`config.mk`:
```
export PLATFORM = sky130hd
export DESIGN_NAME = serial_line_receive_buffer
export DESIGN_NICKNAME = d
export VERILOG_FILES = /design/src/sv/slrb_pkg.sv /design/src/sv/slrb_ram.sv /design/src/sv/serial_line_receive_buffer.sv
export SDC_FILE = /design/constraint.sdc
export NUM_CORES = 1
export LEC_CHECK = 0
export ABC_AREA = 1
export BUFFER_PORTS_ARGS = -buffer_cell sky130_fd_sc_hd__buf_4
export CAP_MARGIN = 0
export CORE_ASPECT_RATIO = 0.9
export CORE_MARGIN = 2
export CORE_UTILIZATION = 25
export CTS_CLUSTER_DIAMETER = 80
export DETAILED_ROUTE_END_ITERATION = 8
export SETUP_SLACK_MARGIN = 0.1
export SLEW_MARGIN = 25
export SYNTH_ARGS = -nofsm -noshare
export SYNTH_HDL_FRONTEND = slang
export SYNTH_SLANG_ARGS = --single-unit
```
`constraint.sdc`:
```
create_clock -name clk_i -period 6.4 [get_ports clk_i]
set_clock_uncertainty 0.15 [all_clocks]
set_input_delay 0.64 -clock clk_i [delete_from_list [all_inputs] [get_ports clk_i]]
set_output_delay 0.64 -clock clk_i [all_outputs]
set_load 0.02 [all_outputs]
```
`src/sv/slrb_pkg.sv`:
```
// Shared constants for the serial line receive buffer.
// Field widths, operation codes and line-end characters; no dependencies.
package slrb_pkg;

  localparam int OP_W   = 2;
  localparam int BYTE_W = 8;
  localparam int IDX_W  = 6;
  localparam int CNT_W  = 8;

  localparam logic [OP_W-1:0] OP_RECEIVE = 2'd0;
  localparam logic [OP_W-1:0] OP_POP     = 2'd1;
  localparam logic [OP_W-1:0] OP_CLEAR   = 2'd2;

  localparam logic [BYTE_W-1:0] CH_CR = 8'h0D;
  localparam logic [BYTE_W-1:0] CH_LF = 8'h0A;

endpackage

```
`src/sv/slrb_ram.sv`:
```
// Generic simple dual-port RAM: one write port, one registered read port.
// Standalone; no package dependencies.
module slrb_ram #(
  parameter int WIDTH = 8,
  parameter int DEPTH = 40
) (
  input  logic                     clk_i,
  input  logic                     we_i,
  input  logic [$clog2(DEPTH)-1:0] waddr_i,
  input  logic [WIDTH-1:0]         wdata_i,
  input  logic                     re_i,
  input  logic [$clog2(DEPTH)-1:0] raddr_i,
  output logic [WIDTH-1:0]         rdata_o
);

  logic [WIDTH-1:0] mem_q [DEPTH];
  logic [WIDTH-1:0] rdata_q;

  always_ff @(posedge clk_i) begin
    if (we_i) begin
      mem_q[waddr_i] <= wdata_i;
    end
    if (re_i) begin
      rdata_q <= mem_q[raddr_i];
    end
  end

  assign rdata_o = rdata_q;

endmodule

```
`src/sv/serial_line_receive_buffer.sv`:
```
// Serial line receive buffer: byte store that assembles characters into lines.
// A receive steps through RX_RD, RX_WR, PEEK and DONE; a NUL byte or the unused code 3 goes straight to PEEK.
// One item at a time; busy_o stays high until the result strobe has gone out.
// After reset a zeroing sweep over all DEPTH entries runs with busy_o high.
// The result is shown for one cycle on valid_o; the receiver cannot stall.
// Depends on slrb_pkg and slrb_ram.
module serial_line_receive_buffer #(
  parameter int DEPTH = 40
) (
  input  logic                       clk_i,
  input  logic                       rst_ni,
  input  logic                       start_i,
  output logic                       busy_o,
  input  logic [slrb_pkg::OP_W-1:0]  operation_i,
  input  logic [slrb_pkg::BYTE_W-1:0] rx_byte_i,
  input  logic [slrb_pkg::IDX_W-1:0] peek_index_i,
  output logic                       valid_o,
  output logic [slrb_pkg::BYTE_W-1:0] peek_byte_o,
  output logic [slrb_pkg::CNT_W-1:0] line_count_o,
  output logic [slrb_pkg::IDX_W-1:0] fill_index_o,
  output logic                       overflow_o
);

  import slrb_pkg::*;

  // Address width of the store; counters also hold DEPTH+1 (line length
  // when no terminator is found).
  localparam int AW = $clog2(DEPTH);
  localparam int CW = $clog2(DEPTH + 2);

  localparam logic [CW-1:0] LAST   = CW'(DEPTH - 1);
  localparam logic [CW-1:0] NO_END = CW'(DEPTH + 1);

  // Sequencer states.
  localparam logic [2:0] ST_IDLE  = 3'd0;
  localparam logic [2:0] ST_CLEAR = 3'd1;
  localparam logic [2:0] ST_RX_RD = 3'd2;
  localparam logic [2:0] ST_RX_WR = 3'd3;
  localparam logic [2:0] ST_SCAN  = 3'd4;
  localparam logic [2:0] ST_SHIFT = 3'd5;
  localparam logic [2:0] ST_PEEK  = 3'd6;
  localparam logic [2:0] ST_DONE  = 3'd7;

  logic [2:0]        state_q, state_d;
  logic [BYTE_W-1:0] byte_q, byte_d;
  logic [IDX_W-1:0]  peek_q, peek_d;
  logic [CW-1:0]     wp_q, wp_d;
  logic [CNT_W-1:0]  lines_q, lines_d;
  logic              ovf_q, ovf_d;
  logic [CW-1:0]     cnt_q, cnt_d;
  logic [CW-1:0]     chk_q, chk_d;
  logic              rv_q, rv_d;
  logic [CW-1:0]     len_q, len_d;
  logic              wr_pend_q, wr_pend_d;
  logic [CW-1:0]     wr_addr_q, wr_addr_d;
  logic              wr_src_q, wr_src_d;
  logic              rpt_q, rpt_d;
  logic              pk_ok_q, pk_ok_d;

  // Store port signals.
  logic              ram_we;
  logic [AW-1:0]     ram_waddr;
  logic [BYTE_W-1:0] ram_wdata;
  logic              ram_re;
  logic [AW-1:0]     ram_raddr;
  logic [BYTE_W-1:0] ram_rdata;

  // Helpers.
  logic [CW-1:0]      wp_m1;
  logic [CW:0]        src;
  logic [CW-1:0]      scan_len;
  logic               is_eol;
  logic [BYTE_W-1:0]  rx_val;
  logic               prev_nz;
  logic               advance;
  logic [AW+IDX_W-1:0] peek_ext;
  logic [AW+IDX_W-1:0] wp_ext;

  assign wp_m1    = wp_q - 1'b1;
  assign src      = {1'b0, cnt_q} + {1'b0, len_q};
  assign scan_len = (ram_rdata == '0) ? (chk_q + 1'b1) : NO_END;
  assign is_eol   = (byte_q == CH_CR) || (byte_q == CH_LF);
  assign rx_val   = is_eol ? '0 : byte_q;
  assign prev_nz  = (wp_q != '0) && (ram_rdata != '0);
  // Advance unless this would leave two zeros in a row; a line end at slot zero holds.
  assign advance  = !is_eol || prev_nz;
  assign peek_ext = {{AW{1'b0}}, peek_q};

  slrb_ram #(
    .WIDTH (BYTE_W),
    .DEPTH (DEPTH)
  ) u_store (
    .clk_i   (clk_i),
    .we_i    (ram_we),
    .waddr_i (ram_waddr),
    .wdata_i (ram_wdata),
    .re_i    (ram_re),
    .raddr_i (ram_raddr),
    .rdata_o (ram_rdata)
  );

  always_comb begin
    state_d   = state_q;
    byte_d    = byte_q;
    peek_d    = peek_q;
    wp_d      = wp_q;
    lines_d   = lines_q;
    ovf_d     = ovf_q;
    cnt_d     = cnt_q;
    chk_d     = chk_q;
    rv_d      = rv_q;
    len_d     = len_q;
    wr_pend_d = wr_pend_q;
    wr_addr_d = wr_addr_q;
    wr_src_d  = wr_src_q;
    rpt_d     = rpt_q;
    pk_ok_d   = pk_ok_q;
    ram_we    = 1'b0;
    ram_waddr = '0;
    ram_wdata = '0;
    ram_re    = 1'b0;
    ram_raddr = '0;

    case (state_q)
      ST_IDLE: begin
        if (start_i) begin
          byte_d = rx_byte_i;
          peek_d = peek_index_i;
          case (operation_i)
            OP_RECEIVE: begin
              // A zero byte changes nothing; go straight to the report.
              state_d = (rx_byte_i == '0) ? ST_PEEK : ST_RX_RD;
            end
            OP_POP: begin
              cnt_d   = '0;
              rv_d    = 1'b0;
              state_d = ST_SCAN;
            end
            OP_CLEAR: begin
              cnt_d   = '0;
              rpt_d   = 1'b1;
              state_d = ST_CLEAR;
            end
            default: begin
              state_d = ST_PEEK;
            end
          endcase
        end
      end

      ST_CLEAR: begin
        // Zero one entry per cycle.
        ram_we    = 1'b1;
        ram_waddr = cnt_q[AW-1:0];
        cnt_d     = cnt_q + 1'b1;
        if (cnt_q == LAST) begin
          wp_d    = '0;
          lines_d = '0;
          ovf_d   = 1'b0;
          rpt_d   = 1'b0;
          state_d = rpt_q ? ST_PEEK : ST_IDLE;
        end
      end

      ST_RX_RD: begin
        // Fetch the previous entry to check for a double zero.
        ram_re    = 1'b1;
        ram_raddr = wp_m1[AW-1:0];
        state_d   = ST_RX_WR;
      end

      ST_RX_WR: begin
        ram_we    = 1'b1;
        ram_waddr = wp_q[AW-1:0];
        ram_wdata = rx_val;
        if (is_eol) begin
          lines_d = lines_q + 1'b1;
        end
        if (advance) begin
          if (wp_q < LAST) begin
            wp_d = wp_q + 1'b1;
          end else begin
            ovf_d = 1'b1;
          end
        end
        state_d = ST_PEEK;
      end

      ST_SCAN: begin
        // Stream reads from the front; stop at the first zero or the end.
        if (rv_q && ((ram_rdata == '0) || (chk_q == LAST))) begin
          len_d     = scan_len;
          wp_d      = (wp_q > scan_len) ? (wp_q - scan_len) : '0;
          lines_d   = lines_q - 1'b1;
          cnt_d     = '0;
          wr_pend_d = 1'b0;
          state_d   = ST_SHIFT;
        end else begin
          ram_re    = 1'b1;
          ram_raddr = cnt_q[AW-1:0];
          chk_d     = cnt_q;
          rv_d      = 1'b1;
          cnt_d     = cnt_q + 1'b1;
        end
      end

      ST_SHIFT: begin
        // Read entry k+len through the registered read port, then write it to k; past the end, zero-fill.
        if (wr_pend_q) begin
          ram_we    = 1'b1;
          ram_waddr = wr_addr_q[AW-1:0];
          ram_wdata = wr_src_q ? ram_rdata : '0;
        end
        if (cnt_q <= LAST) begin
          if (src < (CW + 1)'(DEPTH)) begin
            ram_re    = 1'b1;
            ram_raddr = src[AW-1:0];
            wr_src_d  = 1'b1;
          end else begin
            wr_src_d  = 1'b0;
          end
          wr_pend_d = 1'b1;
          wr_addr_d = cnt_q;
          cnt_d     = cnt_q + 1'b1;
        end else begin
          wr_pend_d = 1'b0;
          state_d   = ST_PEEK;
        end
      end

      ST_PEEK: begin
        pk_ok_d   = ({3'b000, peek_q} < 9'(DEPTH));
        ram_re    = 1'b1;
        ram_raddr = peek_ext[AW-1:0];
        state_d   = ST_DONE;
      end

      ST_DONE: begin
        state_d = ST_IDLE;
      end

      default: begin
        state_d = ST_IDLE;
      end
    endcase
  end

  always_ff @(posedge clk_i or negedge rst_ni) begin
    if (!rst_ni) begin
      state_q   <= ST_CLEAR;
      wp_q      <= '0;
      lines_q   <= '0;
      ovf_q     <= 1'b0;
      cnt_q     <= '0;
      rv_q      <= 1'b0;
      wr_pend_q <= 1'b0;
      rpt_q     <= 1'b0;
    end else begin
      state_q   <= state_d;
      wp_q      <= wp_d;
      lines_q   <= lines_d;
      ovf_q     <= ovf_d;
      cnt_q     <= cnt_d;
      rv_q      <= rv_d;
      wr_pend_q <= wr_pend_d;
      rpt_q     <= rpt_d;
    end
  end

  // Payload registers: no reset needed.
  always_ff @(posedge clk_i) begin
    byte_q    <= byte_d;
    peek_q    <= peek_d;
    chk_q     <= chk_d;
    len_q     <= len_d;
    wr_addr_q <= wr_addr_d;
    wr_src_q  <= wr_src_d;
    pk_ok_q   <= pk_ok_d;
  end

  assign wp_ext       = {{IDX_W{1'b0}}, wp_q[AW-1:0]};
  assign busy_o       = (state_q != ST_IDLE);
  assign valid_o      = (state_q == ST_DONE);
  assign peek_byte_o  = pk_ok_q ? ram_rdata : '0;
  assign line_count_o = lines_q;
  assign fill_index_o = wp_ext[IDX_W-1:0];
  assign overflow_o   = ovf_q;

  // Every result strobe returns the block to idle.
  a_done_to_idle: assert property (@(posedge clk_i) disable iff (!rst_ni)
    valid_o |=> !busy_o)
    else $error("block did not return to idle after the result");

  // An accepted transfer always starts work.
  a_accept_busy: assert property (@(posedge clk_i) disable iff (!rst_ni)
    (start_i && !busy_o) |=> busy_o)
    else $error("accepted transfer did not raise busy");

  // Write position never leaves the store.
  a_wp_range: assert property (@(posedge clk_i) disable iff (!rst_ni)
    wp_q <= LAST)
    else $error("write position beyond the store");

  // Status holds while idle and nothing is accepted.
  a_idle_hold: assert property (@(posedge clk_i) disable iff (!rst_ni)
    (!busy_o && !start_i) |=> ($stable(lines_q) && $stable(wp_q) && $stable(ovf_q)))
    else $error("status changed while idle");

endmodule

```
Word-level counts from Yosys, hierarchy flattened. Memory sizes are Yosys's and may differ from the RTL's. A register that Yosys moved wholly into a read port is not among the register bits. Cells that the tools add are included.

Word-level logic and storage cells: 147. Memories kept: 1. Output and inout bits: 25. RAM bits: 320. Bits in registers: 61.

Memory list: u_store.mem_q (depth 40, width 8, read ports 1, clocked after memory_dff 1, wr ports 1, line slrb_ram.sv:16) `logic [WIDTH-1:0] mem_q [DEPTH];`.

Multiplexer cells: 57. $lt $le $gt $ge: 5. $add $sub $neg: 8. Bitwise gates (word level): 1. Eq/ne operators: 26. Reduce and logical (&&, ||, !) cells: 34.

Operators with widths (number): 2-to-1 mux 6 bit (14); 2-to-1 mux 8 bit (7); case mux 6 bit (4 select lines) (2); case mux 6 bit (3 select lines) (2); case mux 3 bit (8 select lines) (1); case mux 8 bit (3 select lines) (1); AND reduction 4 bit (6); inequality test 2 bit (second input constant) (11); adder 6 x 1 -> 6 bit (second input constant) (3); 2-to-1 mux 3 bit (6); == test 8 x 4 -> 1 bit (second input constant) (2); logical NOT 8 bit (2); 2-to-1 mux 1 bit (16); case mux 8 bit (2 select lines) (1); == test 3 bit (second input constant) (4); == test 6 bit (second input constant) (2); less-than comparator 6 bit (second input constant) (2); case mux 1 bit (2 select lines) (5); AND reduction 2 bit (5); case mux 3 bit (3 select lines) (1); adder 8 x 1 -> 8 bit (second input constant) (1); nonzero test 2 bit (4); nonzero test 8 bit (1); subtractor 8 x 1 -> 8 bit (second input constant) (1); other kinds (23) (31).

Longest topological paths before layout.
Depth in word-level cells: 6. Mapped depth: 19. Gate-level depth less buffers: 19.

Hierarchy. Synthesis repeated with hierarchy kept, for this count alone.

Cell total of the unflattened synthesis: 1712. Area total of the unflattened synthesis: 17805.8 µm².

Modules (own cells, without submodules): slrb_ram (area each 13330.3 µm², cells each 1108, times used 1); serial_line_receive_buffer (area each 4475.5 µm², cells each 604, times used 1).

Least setup slack after synthesis. No wires, ideal clock.

Path kind: register to register. Start: reg state_q[0]. End: mem u_store.mem_q[0][3] (data pin). Slack: 2.694 ns. Setup time: 0.516 ns. Path buffers: 1. Cell stages (with the launch flop): 8. Period minus slack after synthesis: 3.706 ns. Arrival time: 3.040 ns. Data required time: 5.734 ns. Path through: dfstp_2 inv_2 nor2_2 nand2_1 nor2_1 clkbuf_1 nand2_1 o21ai_0.

Longest elaborated chain between the ends: 2. Elaborated cells between the ends (all ways): 3.

RTL lines: start: declaration (line serial_line_receive_buffer.sv:44) `logic [2:0] state_q, state_d;`; start signal: assignment (line serial_line_receive_buffer.sv:259) `state_q <= state_d;`; == test 3 bit or == test 3 x 2 -> 1 bit (tied branches) (line serial_line_receive_buffer.sv:124) `case (state_q)`; case mux 8 bit (2 select lines) * (line serial_line_receive_buffer.sv:124); named net ram_wdata[3] (line serial_line_receive_buffer.sv:63) `logic [BYTE_W-1:0] ram_wdata;`; end: declaration (line slrb_ram.sv:16).

The timed path passes the listed nets; every way through them passes the cells marked *.

Worst setup path after layout.
Start: reg cnt_q[0]. End: reg u_store.rdata_q[0], in the netlist u_store.rdata_o[0] (read register of u_store.mem_q) (data pin).

Longest elaborated chain between the ends: 5. Elaborated cells between the ends (all ways): 10.

RTL lines: start: declaration (line serial_line_receive_buffer.sv:50) `logic [CW-1:0] cnt_q, cnt_d;`; start signal: assignment (line serial_line_receive_buffer.sv:263) `cnt_q <= cnt_d;`; adder 6 x 6 -> 7 bit (line serial_line_receive_buffer.sv:80) `assign src = {1'b0, cnt_q} + {1'b0, len_q};`; less-than comparator 7 x 6 -> 1 bit (line serial_line_receive_buffer.sv:215) `if (src < (CW + 1)'(DEPTH)) begin`; 2-to-1 mux 6 bit or 2-to-1 mux 1 bit (tied branches) (line serial_line_receive_buffer.sv:215); 2-to-1 mux 6 bit or 2-to-1 mux 1 bit (tied branches) (line serial_line_receive_buffer.sv:214) `if (cnt_q <= LAST) begin`; case mux 6 bit (4 select lines) or case mux 1 bit (3 select lines) (tied branches) (line serial_line_receive_buffer.sv:124); end: declaration (line slrb_ram.sv:17) `logic [WIDTH-1:0] rdata_q;`.

Parallel ways exist; a longest one is shown, timed or not. A chain may end at the register's enable or synchronous reset.

==> flow_summary.yaml <==
cts:
  insertion_delay_ns: 0.58
  postCtsSetupBuffers: 0
  cts_resized: 0
  clockBufferDepth: 3
  clk_pin_slew_ns: 0.06
  cts.sinks: 389
  htree_levels: 2
  cts_buffers: 43
  root_buffer: "clkbuf_16"
  cts_hold_buffers: 1
  cts_tree: "built"
logic_synthesis:
  ys_types: 51
  ys_top_cells_by_count: "edfxtp_1 (362), nand3_1 (337), nand2_1 (276)"
  synth_edf_count: 362
  yosysTopAreaCell: "edfxtp_1"
  yosys_register_bits: 389
  synth_async_sr_flop_share_pct: 6.94
  synthDominantCellAreaShare_pct: 59.7
  yosysMostFrequentCell: "edfxtp_1"
  syn_area_per_cell_um2: 10.5
  syn_inst: 1737
  synth_warnings: 0
  synth_flop_cell: "edfxtp_1"
  synthesis.area_um2: 18200
  yosys-top-cells-area: "edfxtp_1 (60%), nand3_1 (9.3%), nand2_1 (5.7%)"
  synth_nets: 1786
  synth_seq_area_share_pct: 63.4
place:
  dpl.cell_count: 2663
  routabilityCongestion: 0.892
  place_hpwl_mm: 30.5
  portBuffers: 43
final_layout:
  num-fill-cells: 7311
  post-route-util_pct: 29.2
  fin_nets: 1808
  areaGrowthSynthToFinish_pct: 15.1
  n_antenna_cell: 0
  fin_cells: 2741
  drive_gt1_share_pct: 9.49
critical_path:
  slowest_stage: "nand2_4"
  cp.arrival_ns: 4.98
  critPathMaxStageDelay_ns: 0.77
  setup.worst_path.end_class: "flop"
  crit_type: "flop to flop"
  critPathLaunchType: "flop"
  path_common_cell: "nand3_1"
  worst_ep_required_time_ns: 6.58
  crit_chain: "ha_1 > fa_1 > nand3_1 > nand3b_1 > nand2_1 > nand2_1 > nand2_1 > nand4_4 > nand2_4 > buf_12 > nand2_1 > nand3_1 > nand3_1 > nand3_1 > nand3_1 > nand3_1 > nand2_1"
  cp_max_fo: 104
grt:
  grtUsageTotal_pct: 13.0
  grt_max_degree: 105
  antenna_found_initial: 0
  grt_overflow_total: 0
  grt_pass1_vias: 12700
  grt_pass1_wl_mm: 75.5
hold_path:
  hp-class: "input port to flop"
routing:
  wl_mm: 49.2
  drc: 0
  dr.pass1.iters: 7
  drtIter0Drc: 1378
  vias_per_cell: 4.76
  wl_per_cell_um: 18.0
  drtAntennaViolNets: 0
  vias: 13000
timing:
  hold_viol: 0
  relSlewSlack_pct: 34.4
  rsz0062_at_grt: "no"
  finalMaxSlewViolations: 0
  fin_crit_sh_pct: 75.0
  min_period_ns: 4.80
  fmaxAchievable_ghz: 0.208
  tns_ns: 0
  tightestPinTransition_ns: 0.984
  final-setup-viol-count: 0
floorplan:
  io_pins: 44
  initial_core_util_pct: 25.4
  die_w_um: 288
  die_area_um2: 75000
  rows: 93
  core_um2: 71800
  die_h_um: 260
pwr:
  irDropWorstVdd_v: 0.000444
  total_leakage_power_uw: 0.00808
  power_density_nw_per_um2: 490
job:
  cap_violations: 0
outcome:
  status: "finished clean"
## final cells by class
| class | instances | area, um2 | area share, % |
|---|---|---|---|
| clock buffer | 52 | 1130 | 5.40 |
| multi-input combinational | 1011 | 5380 | 25.7 |
| clock inverter | 25 | 289 | 1.38 |
| inverter | 255 | 961 | 4.59 |
| tap | 950 | 1190 | 5.67 |
| sequential | 389 | 11500 | 55.1 |
| timing repair buffer | 59 | 458 | 2.19 |
## worst paths after layout
path	startpoint	endpoint	slack, ns	depth (start not counted)
worst max register to register	cnt_q[0]$_DFFE_PN0P_	u_store.rdata_o[0]$_DFFE_PP_	1.60	17
min in group asynchronous	rst_ni	line_count_o[3]$_DFFE_PN0P_	0.38	2
worst min-delay path	peek_index_i[0]	peek_q[0]$_DFFE_PP_	0.08	1
max in group asynchronous	rst_ni	state_q[0]$_DFFE_PN1P_	5.40	2
worst min register to register	rpt_q$_DFFE_PN0P_	rpt_q$_DFFE_PN0P_	0.35	2
worst max-delay path	cnt_q[0]$_DFFE_PN0P_	u_store.rdata_o[0]$_DFFE_PP_	1.60	17
## sequential cells by signal (all words and copies together), names as in the netlist
register         count
state_q              3
pk_ok_q              1
rv_q                 1
len_q                6
chk_q                6
overflow_o           1
rpt_q                1
peek_q               6
cnt_q                6
u_store.mem_q      320
wr_pend_q            1
u_store.rdata_o      8
byte_q               8
wr_addr_q            6
wr_src_q             1
line_count_o         8
fill_index_o         6
## power by group
| group | leakage [uW] | internal [uW] | switching (uW) | total (uW) |
|---|---|---|---|---|
| logic | 0.00371 | 1210 | 3060 | 4260 |
| clock network | 0.000680 | 1470 | 1040 | 2510 |
| registers | 0.00369 | 3290 | 209 | 3500 |
| total | 0.00808 | 5960 | 4310 | 10300 |
## metrics by stage
| stage | hold WS (ns) | setup slack [ns] | total power (uW) | area (um2) |
|---|---|---|---|---|
| final | 0.0824 | 1.60 | 10300 | 21000 |
| after global routing | 0.0728 | 1.23 | 10900 | 21000 |
| after CTS | 0.0656 | 1.66 | 10300 | 21000 |
| after detailed placement | 0.334 | 1.66 | 7760 | 19500 |
| after global placement | 0.324 | 1.71 | 7670 | 19500 |
| after floorplan | 0.194 | 2.69 | 6420 | 18200 |
## cell usage in the layout (no fill, tap or decap), types with 27 or more instances in the layout
cell type and n:
inv_1 246, buf_4 57, edfxtp_1 362, nand2_1 275, o211ai_1 36, nand3b_1 65
o21ai_0 43, nor2_1 99, clkbuf_16 44, a21oi_1 27, ha_1 27, nand3_1 337
## critical path: cells and delay by family (launching register included)
family	cells	cell delay, ns
simple gates	14	2.66
buf+inv	1	0.47
fa+ha+maj	2	0.72
flops	1	0.48
## metal layers
layer | GRT usage, % | routed length, um | vias up
li1 | - | - | 6025
met1 | 18.0 | 21700 | 6394
met2 | 20.3 | 22200 | 532
met3 | 2.18 | 3920 | 94
met4 | 4.63 | 1400 | 0
met5 | 0 | 0 | -
## cells by family (layout without fill, tap and decap cells)
| logic type | count (synthesis) | in the layout | synth area share [%] |
|---|---|---|---|
| multiplexers | 1 | 1 | 0.0550 |
| flip-flops | 389 | 389 | 63.4 |
| AND/OR/NAND/NOR | 827 | 827 | 21.5 |
| XOR/XNOR | 8 | 8 | 0.385 |
| AO/OA/AOI/OAI | 145 | 145 | 4.91 |
| adder cells (fa/ha/maj) | 30 | 30 | 2.19 |
| buffers and inverters | 337 | 391 | 7.57 |
(Power assumes the default switching activity.)
